--- src/rtl/core/ptmr_pkg.sv ---
// Shared types, register map and field constants for the up-counting PWM timer.
`default_nettype none

package ptmr_pkg;

  localparam int MAX_CHANNELS = 4;
  localparam int STATUS_W     = 5;
  localparam int IRQ_EN_W     = 5;
  localparam int CTRL_W       = 8;

  // Control register bits.
  localparam int CTRL_ENABLE_BIT  = 0;
  localparam int CTRL_PRELOAD_BIT = 7;

  // Status and interrupt-enable layout: bit 0 is the update flag, bit c+1 is channel c.
  localparam int STAT_UPDATE_BIT = 0;

  // Per-channel mode byte layout.
  localparam int MODE_PRELOAD_BIT = 3;
  localparam int MODE_LSB         = 4;
  localparam int MODE_MSB         = 6;
  localparam logic [2:0] MODE_PWM1 = 3'd6;
  localparam logic [2:0] MODE_PWM2 = 3'd7;

  // Output enable register: bit 4c enables channel c, bit 4c+1 selects active-low.
  localparam int OE_STRIDE       = 4;
  localparam int OE_POLARITY_OFS = 1;

  typedef enum logic [1:0] {
    ACT_TICK  = 2'd0,
    ACT_WRITE = 2'd1,
    ACT_READ  = 2'd2
  } action_t;

  typedef enum logic [3:0] {
    REG_CTRL     = 4'd0,
    REG_IRQ_EN   = 4'd1,
    REG_STATUS   = 4'd2,
    REG_MODE0    = 4'd3,
    REG_MODE1    = 4'd4,
    REG_OUT_EN   = 4'd5,
    REG_COUNT    = 4'd6,
    REG_PRESCALE = 4'd7,
    REG_RELOAD   = 4'd8,
    REG_CMP0     = 4'd9,
    REG_CMP1     = 4'd10,
    REG_CMP2     = 4'd11,
    REG_CMP3     = 4'd12
  } reg_idx_t;

  typedef struct packed {
    action_t     action;
    reg_idx_t    reg_index;
    logic [15:0] write_data;
  } item_t;

  typedef struct packed {
    logic [15:0] read_data;
    logic [3:0]  pwm_level;
    logic        irq;
  } result_t;

  typedef logic [1:0][15:0] mode_words_t;

  // Mode byte of one channel: channel c lives in byte c%2 of word c/2.
  function automatic logic [7:0] chan_cfg(input mode_words_t modes, input logic [1:0] ch);
    logic [15:0] word;
    word = modes[ch[1]];
    return ch[0] ? word[15:8] : word[7:0];
  endfunction

endpackage

`default_nettype wire

--- src/rtl/core/ptmr_regs.sv ---
// Register file and counting state of the timer, with next-state and read logic.
`default_nettype none

module ptmr_regs import ptmr_pkg::*; #(
  parameter int CHANNELS    = 4,
  parameter int COUNT_WIDTH = 16
) (
  input  wire logic                   clk,
  input  wire logic                   rst,
  input  wire logic                   step,
  input  wire item_t                  item,
  output logic [15:0]                 read_data,
  output logic                        irq_next,
  output logic [COUNT_WIDTH-1:0]      count_next,
  output logic [COUNT_WIDTH-1:0]      cmp_act_next [CHANNELS],
  output mode_words_t                 modes_next,
  output logic [15:0]                 oe_next
);

  logic [COUNT_WIDTH-1:0] count;
  logic [15:0]            psc_cnt;
  logic [15:0]            psc_reg;
  logic [15:0]            psc_act;
  logic [COUNT_WIDTH-1:0] rld_reg;
  logic [COUNT_WIDTH-1:0] rld_act;
  logic [COUNT_WIDTH-1:0] cmp_reg [CHANNELS];
  logic [COUNT_WIDTH-1:0] cmp_act [CHANNELS];
  logic [CTRL_W-1:0]      ctrl;
  logic [IRQ_EN_W-1:0]    irq_en;
  logic [STATUS_W-1:0]    status;
  mode_words_t            modes;
  logic [15:0]            oe;

  logic [15:0]            psc_cnt_next;
  logic [15:0]            psc_reg_next;
  logic [15:0]            psc_act_next;
  logic [COUNT_WIDTH-1:0] rld_reg_next;
  logic [COUNT_WIDTH-1:0] rld_act_next;
  logic [COUNT_WIDTH-1:0] cmp_reg_next [CHANNELS];
  logic [CTRL_W-1:0]      ctrl_next;
  logic [IRQ_EN_W-1:0]    irq_en_next;
  logic [STATUS_W-1:0]    status_next;
  logic [COUNT_WIDTH-1:0] wr_count;
  logic [7:0]             cfg_byte;

  assign wr_count = COUNT_WIDTH'(item.write_data);

  always_comb begin
    count_next   = count;
    psc_cnt_next = psc_cnt;
    psc_reg_next = psc_reg;
    psc_act_next = psc_act;
    rld_reg_next = rld_reg;
    rld_act_next = rld_act;
    ctrl_next    = ctrl;
    irq_en_next  = irq_en;
    status_next  = status;
    modes_next   = modes;
    oe_next      = oe;
    cfg_byte     = '0;
    for (int c = 0; c < CHANNELS; c++) begin
      cmp_reg_next[c] = cmp_reg[c];
      cmp_act_next[c] = cmp_act[c];
    end

    if (step) begin
      unique case (item.action)
        ACT_TICK: begin
          if (ctrl[CTRL_ENABLE_BIT]) begin
            if (psc_cnt != psc_act) begin
              psc_cnt_next = psc_cnt + 16'd1;
            end else begin
              psc_cnt_next = '0;
              if (count == rld_act) begin
                // Update event: wrap and move the preloaded values into use.
                count_next                   = '0;
                status_next[STAT_UPDATE_BIT] = 1'b1;
                psc_act_next                 = psc_reg;
                rld_act_next                 = rld_reg;
                for (int c = 0; c < CHANNELS; c++) begin
                  cmp_act_next[c] = cmp_reg[c];
                end
              end else begin
                count_next = count + COUNT_WIDTH'(1);
              end
              for (int c = 0; c < CHANNELS; c++) begin
                if (count_next == cmp_act_next[c]) begin
                  status_next[c+1] = 1'b1;
                end
              end
            end
          end
        end
        ACT_WRITE: begin
          unique case (item.reg_index) inside
            REG_CTRL:     ctrl_next    = item.write_data[CTRL_W-1:0];
            REG_IRQ_EN:   irq_en_next  = item.write_data[IRQ_EN_W-1:0];
            REG_STATUS:   status_next  = status & item.write_data[STATUS_W-1:0];
            REG_MODE0:    modes_next[0] = item.write_data;
            REG_MODE1:    modes_next[1] = item.write_data;
            REG_OUT_EN:   oe_next      = item.write_data;
            REG_COUNT:    count_next   = wr_count;
            REG_PRESCALE: psc_reg_next = item.write_data;
            REG_RELOAD: begin
              rld_reg_next = wr_count;
              if (!ctrl[CTRL_PRELOAD_BIT]) begin
                rld_act_next = wr_count;
              end
            end
            [REG_CMP0:REG_CMP3]: begin
              for (int c = 0; c < CHANNELS; c++) begin
                if (4'(item.reg_index) == 4'(REG_CMP0) + 4'(c)) begin
                  cmp_reg_next[c] = wr_count;
                  cfg_byte = chan_cfg(modes, 2'(c));
                  if (!cfg_byte[MODE_PRELOAD_BIT]) begin
                    cmp_act_next[c] = wr_count;
                  end
                end
              end
            end
            default: ;
          endcase
        end
        ACT_READ: ;
        default: ;
      endcase
    end
  end

  assign irq_next = |(status_next & irq_en_next);

  // Reads never change state, so they look at the current registers.
  always_comb begin
    read_data = '0;
    if (item.action == ACT_READ) begin
      unique case (item.reg_index) inside
        REG_CTRL:     read_data = 16'(ctrl);
        REG_IRQ_EN:   read_data = 16'(irq_en);
        REG_STATUS:   read_data = 16'(status);
        REG_MODE0:    read_data = modes[0];
        REG_MODE1:    read_data = modes[1];
        REG_OUT_EN:   read_data = oe;
        REG_COUNT:    read_data = 16'(count);
        REG_PRESCALE: read_data = psc_reg;
        REG_RELOAD:   read_data = 16'(rld_reg);
        [REG_CMP0:REG_CMP3]: begin
          for (int c = 0; c < CHANNELS; c++) begin
            if (4'(item.reg_index) == 4'(REG_CMP0) + 4'(c)) begin
              read_data = 16'(cmp_reg[c]);
            end
          end
        end
        default: read_data = '0;
      endcase
    end
  end

  always_ff @(posedge clk) begin
    if (rst) begin
      count   <= '0;
      psc_cnt <= '0;
      psc_reg <= '0;
      psc_act <= '0;
      rld_reg <= '1;
      rld_act <= '1;
      ctrl    <= '0;
      irq_en  <= '0;
      status  <= '0;
      modes   <= '0;
      oe      <= '0;
      for (int c = 0; c < CHANNELS; c++) begin
        cmp_reg[c] <= '0;
        cmp_act[c] <= '0;
      end
    end else if (step) begin
      count   <= count_next;
      psc_cnt <= psc_cnt_next;
      psc_reg <= psc_reg_next;
      psc_act <= psc_act_next;
      rld_reg <= rld_reg_next;
      rld_act <= rld_act_next;
      ctrl    <= ctrl_next;
      irq_en  <= irq_en_next;
      status  <= status_next;
      modes   <= modes_next;
      oe      <= oe_next;
      for (int c = 0; c < CHANNELS; c++) begin
        cmp_reg[c] <= cmp_reg_next[c];
        cmp_act[c] <= cmp_act_next[c];
      end
    end
  end

endmodule

`default_nettype wire

--- src/rtl/core/ptmr_pwm.sv ---
// PWM output levels of all channels from counter, active compares, modes and enables.
`default_nettype none

module ptmr_pwm import ptmr_pkg::*; #(
  parameter int CHANNELS    = 4,
  parameter int COUNT_WIDTH = 16
) (
  input  wire logic [COUNT_WIDTH-1:0] count,
  input  wire logic [COUNT_WIDTH-1:0] cmp_act [CHANNELS],
  input  wire mode_words_t            modes,
  input  wire logic [15:0]            oe,
  output logic [MAX_CHANNELS-1:0]     level
);

  for (genvar c = 0; c < MAX_CHANNELS; c++) begin : g_chan
    if (c < CHANNELS) begin : g_used
      logic [7:0] cfg;
      logic [2:0] mode;
      logic       below;
      logic       active;

      assign cfg   = chan_cfg(modes, 2'(c));
      assign mode  = cfg[MODE_MSB:MODE_LSB];
      assign below = count < cmp_act[c];

      always_comb begin
        case (mode)
          MODE_PWM1: active = below;
          MODE_PWM2: active = !below;
          default:   active = 1'b0;
        endcase
      end

      assign level[c] = oe[OE_STRIDE*c] & (active ^ oe[OE_STRIDE*c + OE_POLARITY_OFS]);
    end else begin : g_unused
      assign level[c] = 1'b0;
    end
  end

endmodule

`default_nettype wire

--- src/rtl/core/up_counting_pwm_timer.sv ---
// Top level of the up-counting PWM timer: transaction staging and result register.
// This block is a 16-bit up-counting timer with PWM channels, driven entirely by
// transactions on its item channel. Each transaction is a clock tick, a register write or a
// register read, and each one produces exactly one result transaction carrying the read data
// (zero unless the transaction was a read), the PWM levels and the interrupt line as they stand
// after that transaction. A tick advances the prescaler; when the prescaler wraps, the counter
// steps, and a counter equal to the active reload value returns to zero, sets the update flag
// and loads the preloaded prescale, reload and compare values. A counter step that lands on a
// channel's active compare value sets that channel's status flag. Writing the status register
// keeps only the bits written as one. Transactions pass through an input register,
// combinational logic that updates the timer state and forms the result, and a result
// register, so a new transaction is taken every clock cycle while the result register is
// not held by a stalled consumer; a result is loaded when its staged transaction advances.
// Each transaction updates the timer state before the next one can use it. When the result
// register is held by a stalled consumer, the input register still takes one more transaction
// before item_ready drops.
`default_nettype none

module up_counting_pwm_timer import ptmr_pkg::*; #(
  parameter int CHANNELS    = 4,
  parameter int COUNT_WIDTH = 16
) (
  input  wire logic    clk,
  input  wire logic    rst,
  input  wire logic    item_valid,
  output logic         item_ready,
  input  wire item_t   item,
  output logic         result_valid,
  input  wire logic    result_ready,
  output result_t      result
);

  item_t                  item_q;
  logic                   item_q_valid;
  logic                   advance;
  logic [15:0]            read_data;
  logic                   irq_next;
  logic [COUNT_WIDTH-1:0] count_next;
  logic [COUNT_WIDTH-1:0] cmp_act_next [CHANNELS];
  mode_words_t            modes_next;
  logic [15:0]            oe_next;
  logic [MAX_CHANNELS-1:0] level;

  // The staged transaction is processed when the result register is free or being emptied.
  assign advance    = item_q_valid && (!result_valid || result_ready);
  assign item_ready = !item_q_valid || advance;

  always_ff @(posedge clk) begin
    if (rst) begin
      item_q_valid <= 1'b0;
    end else if (item_valid && item_ready) begin
      item_q_valid <= 1'b1;
    end else if (advance) begin
      item_q_valid <= 1'b0;
    end
  end

  always_ff @(posedge clk) begin
    if (item_valid && item_ready) begin
      item_q <= item;
    end
  end

  ptmr_regs #(
    .CHANNELS    (CHANNELS),
    .COUNT_WIDTH (COUNT_WIDTH)
  ) u_regs (
    .clk          (clk),
    .rst          (rst),
    .step         (advance),
    .item         (item_q),
    .read_data    (read_data),
    .irq_next     (irq_next),
    .count_next   (count_next),
    .cmp_act_next (cmp_act_next),
    .modes_next   (modes_next),
    .oe_next      (oe_next)
  );

  // Levels are taken from the state as it will be after this transaction.
  ptmr_pwm #(
    .CHANNELS    (CHANNELS),
    .COUNT_WIDTH (COUNT_WIDTH)
  ) u_pwm (
    .count   (count_next),
    .cmp_act (cmp_act_next),
    .modes   (modes_next),
    .oe      (oe_next),
    .level   (level)
  );

  always_ff @(posedge clk) begin
    if (rst) begin
      result_valid <= 1'b0;
    end else if (advance) begin
      result_valid <= 1'b1;
    end else if (result_ready) begin
      result_valid <= 1'b0;
    end
  end

  always_ff @(posedge clk) begin
    if (advance) begin
      result.read_data <= read_data;
      result.pwm_level <= level;
      result.irq       <= irq_next;
    end
  end

endmodule

`default_nettype wire

--- config.mk ---
export PLATFORM = sky130hd
export DESIGN_NAME = up_counting_pwm_timer
export DESIGN_NICKNAME = d
export VERILOG_FILES = /design/src/rtl/core/ptmr_pkg.sv /design/src/rtl/core/ptmr_regs.sv /design/src/rtl/core/ptmr_pwm.sv /design/src/rtl/core/up_counting_pwm_timer.sv
export SDC_FILE = /design/constraint.sdc
export NUM_CORES = 1
export LEC_CHECK = 0
export BUFFER_PORTS_ARGS = -buffer_cell sky130_fd_sc_hd__buf_2
export CORE_ASPECT_RATIO = 1.4
export CORE_MARGIN = 2
export CORE_UTILIZATION = 30
export CTS_CLUSTER_SIZE = 30
export DETAILED_ROUTE_END_ITERATION = 8
export HOLD_SLACK_MARGIN = 0.08
export PLACE_DENSITY = 0.57
export SLEW_MARGIN = 0
export SYNTH_ARGS = -nofsm -noshare
export SYNTH_HDL_FRONTEND = slang
export SYNTH_HIERARCHICAL = 1
export SYNTH_SLANG_ARGS = --single-unit
--- constraint.sdc ---
create_clock -name clk -period 4.3 [get_ports clk]
set_input_delay 1.075 -clock clk [delete_from_list [all_inputs] [get_ports clk]]
set_output_delay 1.075 -clock clk [all_outputs]
set_load 0.02 [all_outputs]
---- Yosys cells after proc, flatten, opt, wreduce, memory -nomap -nowiden ----
Memory sizes are Yosys's and may differ from the RTL's.
Cells that the tools add are included.
Widths: inputs -> output; s select.
word-level totals
  input bits .............................. 26
  bits in registers ....................... 207
  output and inout bits ................... 23
  bits in read-only memories .............. 0
  logic and storage cells ................. 199
  memory bits (writable) .................. 128
  latch bits .............................. 0
  memories kept ........................... 2
memory list
  memory          words  bits a word  read ports  clocked after Yosys merged registers in  wr ports  line             RTL
  u_regs.cmp_act  4      16           4           0                                        4         ptmr_regs.sv:27  logic [COUNT_WIDTH-1:0] cmp_act [CHANNELS];
  u_regs.cmp_reg  4      16           4           0                                        4         ptmr_regs.sv:26  logic [COUNT_WIDTH-1:0] cmp_reg [CHANNELS];
cells by class
  bitwise logic cells ..................... 19
  shift-type cells ........................ 0
  order comparisons ....................... 6
  $add $sub $neg .......................... 2
  equality and inequality tests ........... 33
  reductions and logical operators ........ 26
  muxes and demuxes ....................... 88
  divide/modulo/power cells ............... 0
  multiply operators ...................... 0
operator list
  cell                   number
  $mux 64                12
  $mux 16                40
  $pmux 16 s10           1
  $pmux 64 s2            1
  $eq 16x16->1           5
  $lt 16x16->1           4
  $pmux 16 s2            2
  $mux 31                2
  $mux 14                3
  $mux 5                 7
  $add 16x1->16 const B  2
  $eq 3x3->1 const B     8
  $reduce_and 3->1       7
  $eq 4x4->1 const B     5
  $eq 4x3->1 const B     4
  $ne 16x16->1           1
  $mux 15                1
  $mux 1                 14
  $and 5x5->5            2
  $pmux 5 s2             1
  $eq 4x2->1 const B     2
  $or 1x1->1             8
  $pmux 1 s2             4
  $reduce_and 7->1       1
  other kinds (18)       37

---- Depth between registers and ports, before layout ----
  word-level depth ........................ 15
  mapped depth ............................ 19
  depth with buffers taken out ............ 16

---- Modules after synthesis ----
Netlist, hierarchy kept.
by module, submodules not included
  module                 seq. area each (um2)  times used  area an instance (um2)  cells each
  ptmr_regs              7,086.8               1           16,807.4                1,863
  ptmr_pwm               0.0                   1           1,848.0                 254
  up_counting_pwm_timer  1,331.3               1           1,395.1                 53

---- Worst setup path after synthesis ----
Ideal clock, no wire load.
  path type ............................... input port to flip-flop
  start ................................... input port result_ready
  end ..................................... register result[3] (netlist bit), data pin
  data required time ...................... 4.160 ns
  cell stages on the path ................. 16
  slack ................................... -0.309 ns
  setup time .............................. 0.140 ns
  path buffers ............................ 3
  arrival time ............................ 4.469 ns
  path through ............................ nand2b_1 -> and2_2 -> nor2b_1 -> clkbuf_1 -> clkbuf_1 -> clkbuf_1 -> nor2_1 -> a211oi_1 -> inv_1 -> ha_1 -> and4_1 -> nand2_1 -> or4b_1 -> mux2_4 -> a31o_1 -> a21boi_2
RTL lines
  what                line                         RTL
  start: declaration  up_counting_pwm_timer.sv:29  input wire logic result_ready,
  end: declaration    up_counting_pwm_timer.sv:30  output result_t result

==> run_results.csv <==
group,metric,value,unit
sta,min_period_over_period,99.1,%
sta,finalMaxSlewViolations,0,
critical_path,cp.arrival,4.69,ns
routing,wl_per_cell,27.4,microns
synthesis,ys_ff_latch,335,
pwr,pwr-share-clk,40.1,%
critical_path,path_buf_inv,5,
finish,layout.nets,2425,
placed_design,gp_congestion,0.965,
routing,wl_met3,5660,microns
finish,multi_input_area,0.0111,sq mm
die,dieArea,0.0689,sq mm
cts,htreeDepth,2,
pwr,powerDensity,330,mW/mm^2
critical_path,ff2ff_path_depth,20,
critical_path,slowest_stage,"or4b_4",
critical_path,critPathKind,"reg2reg",
critical_path,regToRegSetupSlack,0.04,ns
pwr,switching_share,28.9,%
global_routing,overflow,0,
sta,fin_crit,4.26,ns
synthesis,ys_seq_area_share,42.0,%
flow_run,cap_violations,0,
global_routing,grt_max_degree,80,
sta,hold_ws,0.458,ns
cts,clk_pin_slew,0.07,ns
die,ios,49,
synthesis,synthArstFlopShare,0,%
outcome,outcome,"complete, no violations",
cts,clock_sinks,335,
pwr,pwr-share-seq,44.7,%
global_routing,first_global_vias,18300,
finish,area_growth,21.9,%
worst_hold_path,hold_depth,2,
placed_design,io_buffer_count,48,
sta,max_slew_margin,23.8,%
finish,drive_gt1_share,22.4,%
synthesis,synth_edf_count,171,
sta,worst_pin_slew,1.14,ns
routing,met1_length,32600,microns
global_routing,grt_first_pass_wirelength,126000,microns
cts,cts_buffer_depth,3,
routing,top_layer_used,"met4",
cts,cts_buffers,37,
critical_path,cp_top_family,"simple AND/OR/NAND/NOR gates",
pwr,p_comb_share,15.2,%
synthesis,synthCells,2170,
synthesis,netlist-cell-type-count,85,
die,floorplan.initialDensity,30.2,%
synthesis,synth_top_area_share,25.6,%
finish,final_cells,3221,
finish,antenna-diode-count,0,
synthesis,syn-cell-area,0.0201,sq mm
die,core-area,0.0664,sq mm
sta,setup_slack,0.0391,ns
pwr,switchingPower,2.34,mW
synthesis,ys.flop_type,"edfxtp_1",
cts,cts_tree,"done",
synthesis,avgSynthCellArea,9.24,sq um
worst_hold_path,hp-class,"reg2reg",
cts,cts-root-buf,"clkbuf_16",
placed_design,place_hpwl,66800,microns
critical_path,crit_chain,"xor2_4, nor4_4, buf_4, and4_4, and3_4, buf_12, buf_4, nand2_2, buf_12, o22a_1, nor2_2, a211oi_2, inv_1, ha_4, and4_1, nand2_1, or4b_4, mux2_4, a31o_1, a21boi_2",
worst_hold_path,worst_hold_startpoint,"u_regs/ctrl[3]",
sta,clock-skew-final,0.0141,ns
routing,firstDrtPassIters,8,
die,std_cell_rows,112,
global_routing,antenna_found_initial,0,
worst_hold_path,hold_end,"u_regs/ctrl[3]",
synthesis,syn-num-nets,2258,
routing,postRouteAntennaNets,0,
sta,hold_viol,0,
pwr,total_power,8.07,mW
die,die_w,222,microns
routing,vias_per_cell,5.78,
critical_path,cp-end-kind,"register",
placed_design,post-place-cells,3131,
pwr,leakage,8.99,nW
finish,seqCellArea,0.00843,sq mm
finish,final_core_util,36.8,%
placed_design,dpl_worst_slack,-0.707,ns
synthesis,synthTopCellsByArea,"edfxtp_1, dfxtp_1, nand2_1, ha_1, mux2_2",
global_routing,grt_use_total,24.9,%
routing,routed-wl-met2,42400,microns
sta,timing.fmax,0.235,GHz
sta,setup_viol,0,
finish,fill_cells,6759,
critical_path,cp_max_fo,18,
routing,vias,18600,
critical_path,cp_slowest_stage_delay,0.45,ns
sta,grt_setup_unrepaired,"true",
pwr,ir_drop,0.244,mV
critical_path,worstReg2RegStart,"u_regs/count[12]",
critical_path,r2r-end,"result[3]",
routing,route.detailed.drc,0,
synthesis,yosysWarnings,6,
pwr,power.internal,5.74,mW
critical_path,cp.required,4.73,ns
routing,wl,88300,microns
die,die_h,310,microns
cts,clock_latency,0.57,ns
critical_path,cp-start-kind,"register",
routing,first_iter_violations,1923,
synthesis,yosys.area.top_type,"edfxtp_1",
==> synthesized netlist by cell type, types with 18 or more instances <==
library cell,number
nand2_1,249
edfxtp_1,171
dfxtp_1,164
a21oi_1,134
nor2_1,133
clkbuf_1,130
o21ai_0,100
inv_1,80
and2_1,79
nor2b_1,69
mux2_2,68
ha_1,62
a22o_1,51
xnor2_1,47
xor2_1,38
o22ai_1,37
or3_1,36
a221oi_1,30
nor3_1,29
a2111oi_0,28
nand3_1,27
mux2i_1,24
nand4_1,24
a211oi_1,23
a211o_1,21
buf_2,20
o22a_1,20
a31oi_1,19
a22oi_1,18
nor4_1,18
==> logic make-up after synthesis <==
family | after synthesis | synth area share [%]
muxes | 95 | 5.24
AOI/OAI and AO/OA | 581 | 19.9
adders and majority gates | 62 | 3.87
xor gates and xnor gates | 91 | 4.32
buffers and inverters | 245 | 4.90
and+or+nand+nor | 761 | 19.8
DFF | 335 | 42.0
==> layout make-up <==
cell class | count | area share, %
multi-input cells | 1590 | 45.5
clock buffers | 46 | 4.10
well taps | 855 | 4.38
inverters | 80 | 1.23
clock inverters | 22 | 0.829
flip-flops and latches | 335 | 34.5
repair buffers | 293 | 9.47
==> stage by stage <==
stage	setup TNS (ns)	cell area, sq um
2_1_floorplan	0	20100
3_3_place_gp	-1.97	22600
3_5_place_dp	-2.13	22600
4_1_cts	0	23900
5_1_grt	-0.226	24400
6_report	0	24400
==> power by group through the flow <==
stage                     clock network [mW]  logic (mW)  registers, mW
after global routing                    3.42        1.30           3.61
final                                   3.24        1.23           3.61
after floorplan                            0       0.641           3.60
after global placement                     0        1.13           3.67
after CTS                               3.29        1.16           3.61
after detailed placement                   0        1.14           3.68
==> worst max path at each step <==
| stage | startpoint | end | slack (ns) | depth (start not counted) |
|---|---|---|---|---|
| final | u_regs/count[12] | result[3] | 0.04 | 20 |
| after floorplan | result_ready | result[2] | 0.01 | 17 |
| after detailed placement | result_ready | result[4] | -0.71 | 14 |
| after CTS | u_regs/count[3] | result[3] | 0.01 | 19 |
| after global placement | result_ready | result[4] | -0.68 | 14 |
| after global routing | u_regs/psc_act[13] | result[3] | -0.08 | 19 |
==> routing by layer <==
layer	vias to the layer above	global-route usage (%)
li1	8312	-
met2	887	43.3
met3	267	3.21
met4	0	18.4
met1	9139	28.2
met5	-	0
==> repair_timing <==
item,in CTS,in global routing
buffers inserted,1,22
hold buffers,0,0
resized for setup,24,72
gates cloned,0,0
pin swaps,3,27
endpoints found under the hold margin,0,0
endpoints found under the setup margin,4,4
==> tightest hold or removal path, delay by kind of cell, from the launching register on <==
family | cells | cell delay, ns
simple gates | 1 | 0.05
flops | 1 | 0.31
compound gates | 1 | 0.05
==> placed cells by master, fill, tap and decap left out, types with 24 or more instances in the layout <==
master,Yosys,routed
a22o_1,51,51
nand2_1,249,247
nor2b_1,69,67
inv_1,80,80
dfxtp_1,164,158
a221oi_1,30,30
a21oi_1,134,121
xnor2_1,47,44
o21ai_0,100,94
nand3_1,27,26
buf_2,20,47
nor2_1,133,129
a2111oi_0,28,24
ha_1,62,53
mux2_2,68,68
xor2_1,38,37
clkbuf_16,0,39
o22ai_1,37,37
edfxtp_1,171,171
and2_1,79,79
nand4_1,24,24
or3_1,36,36
buf_4,4,224
No activity file was read; power rests on OpenSTA's default activity.
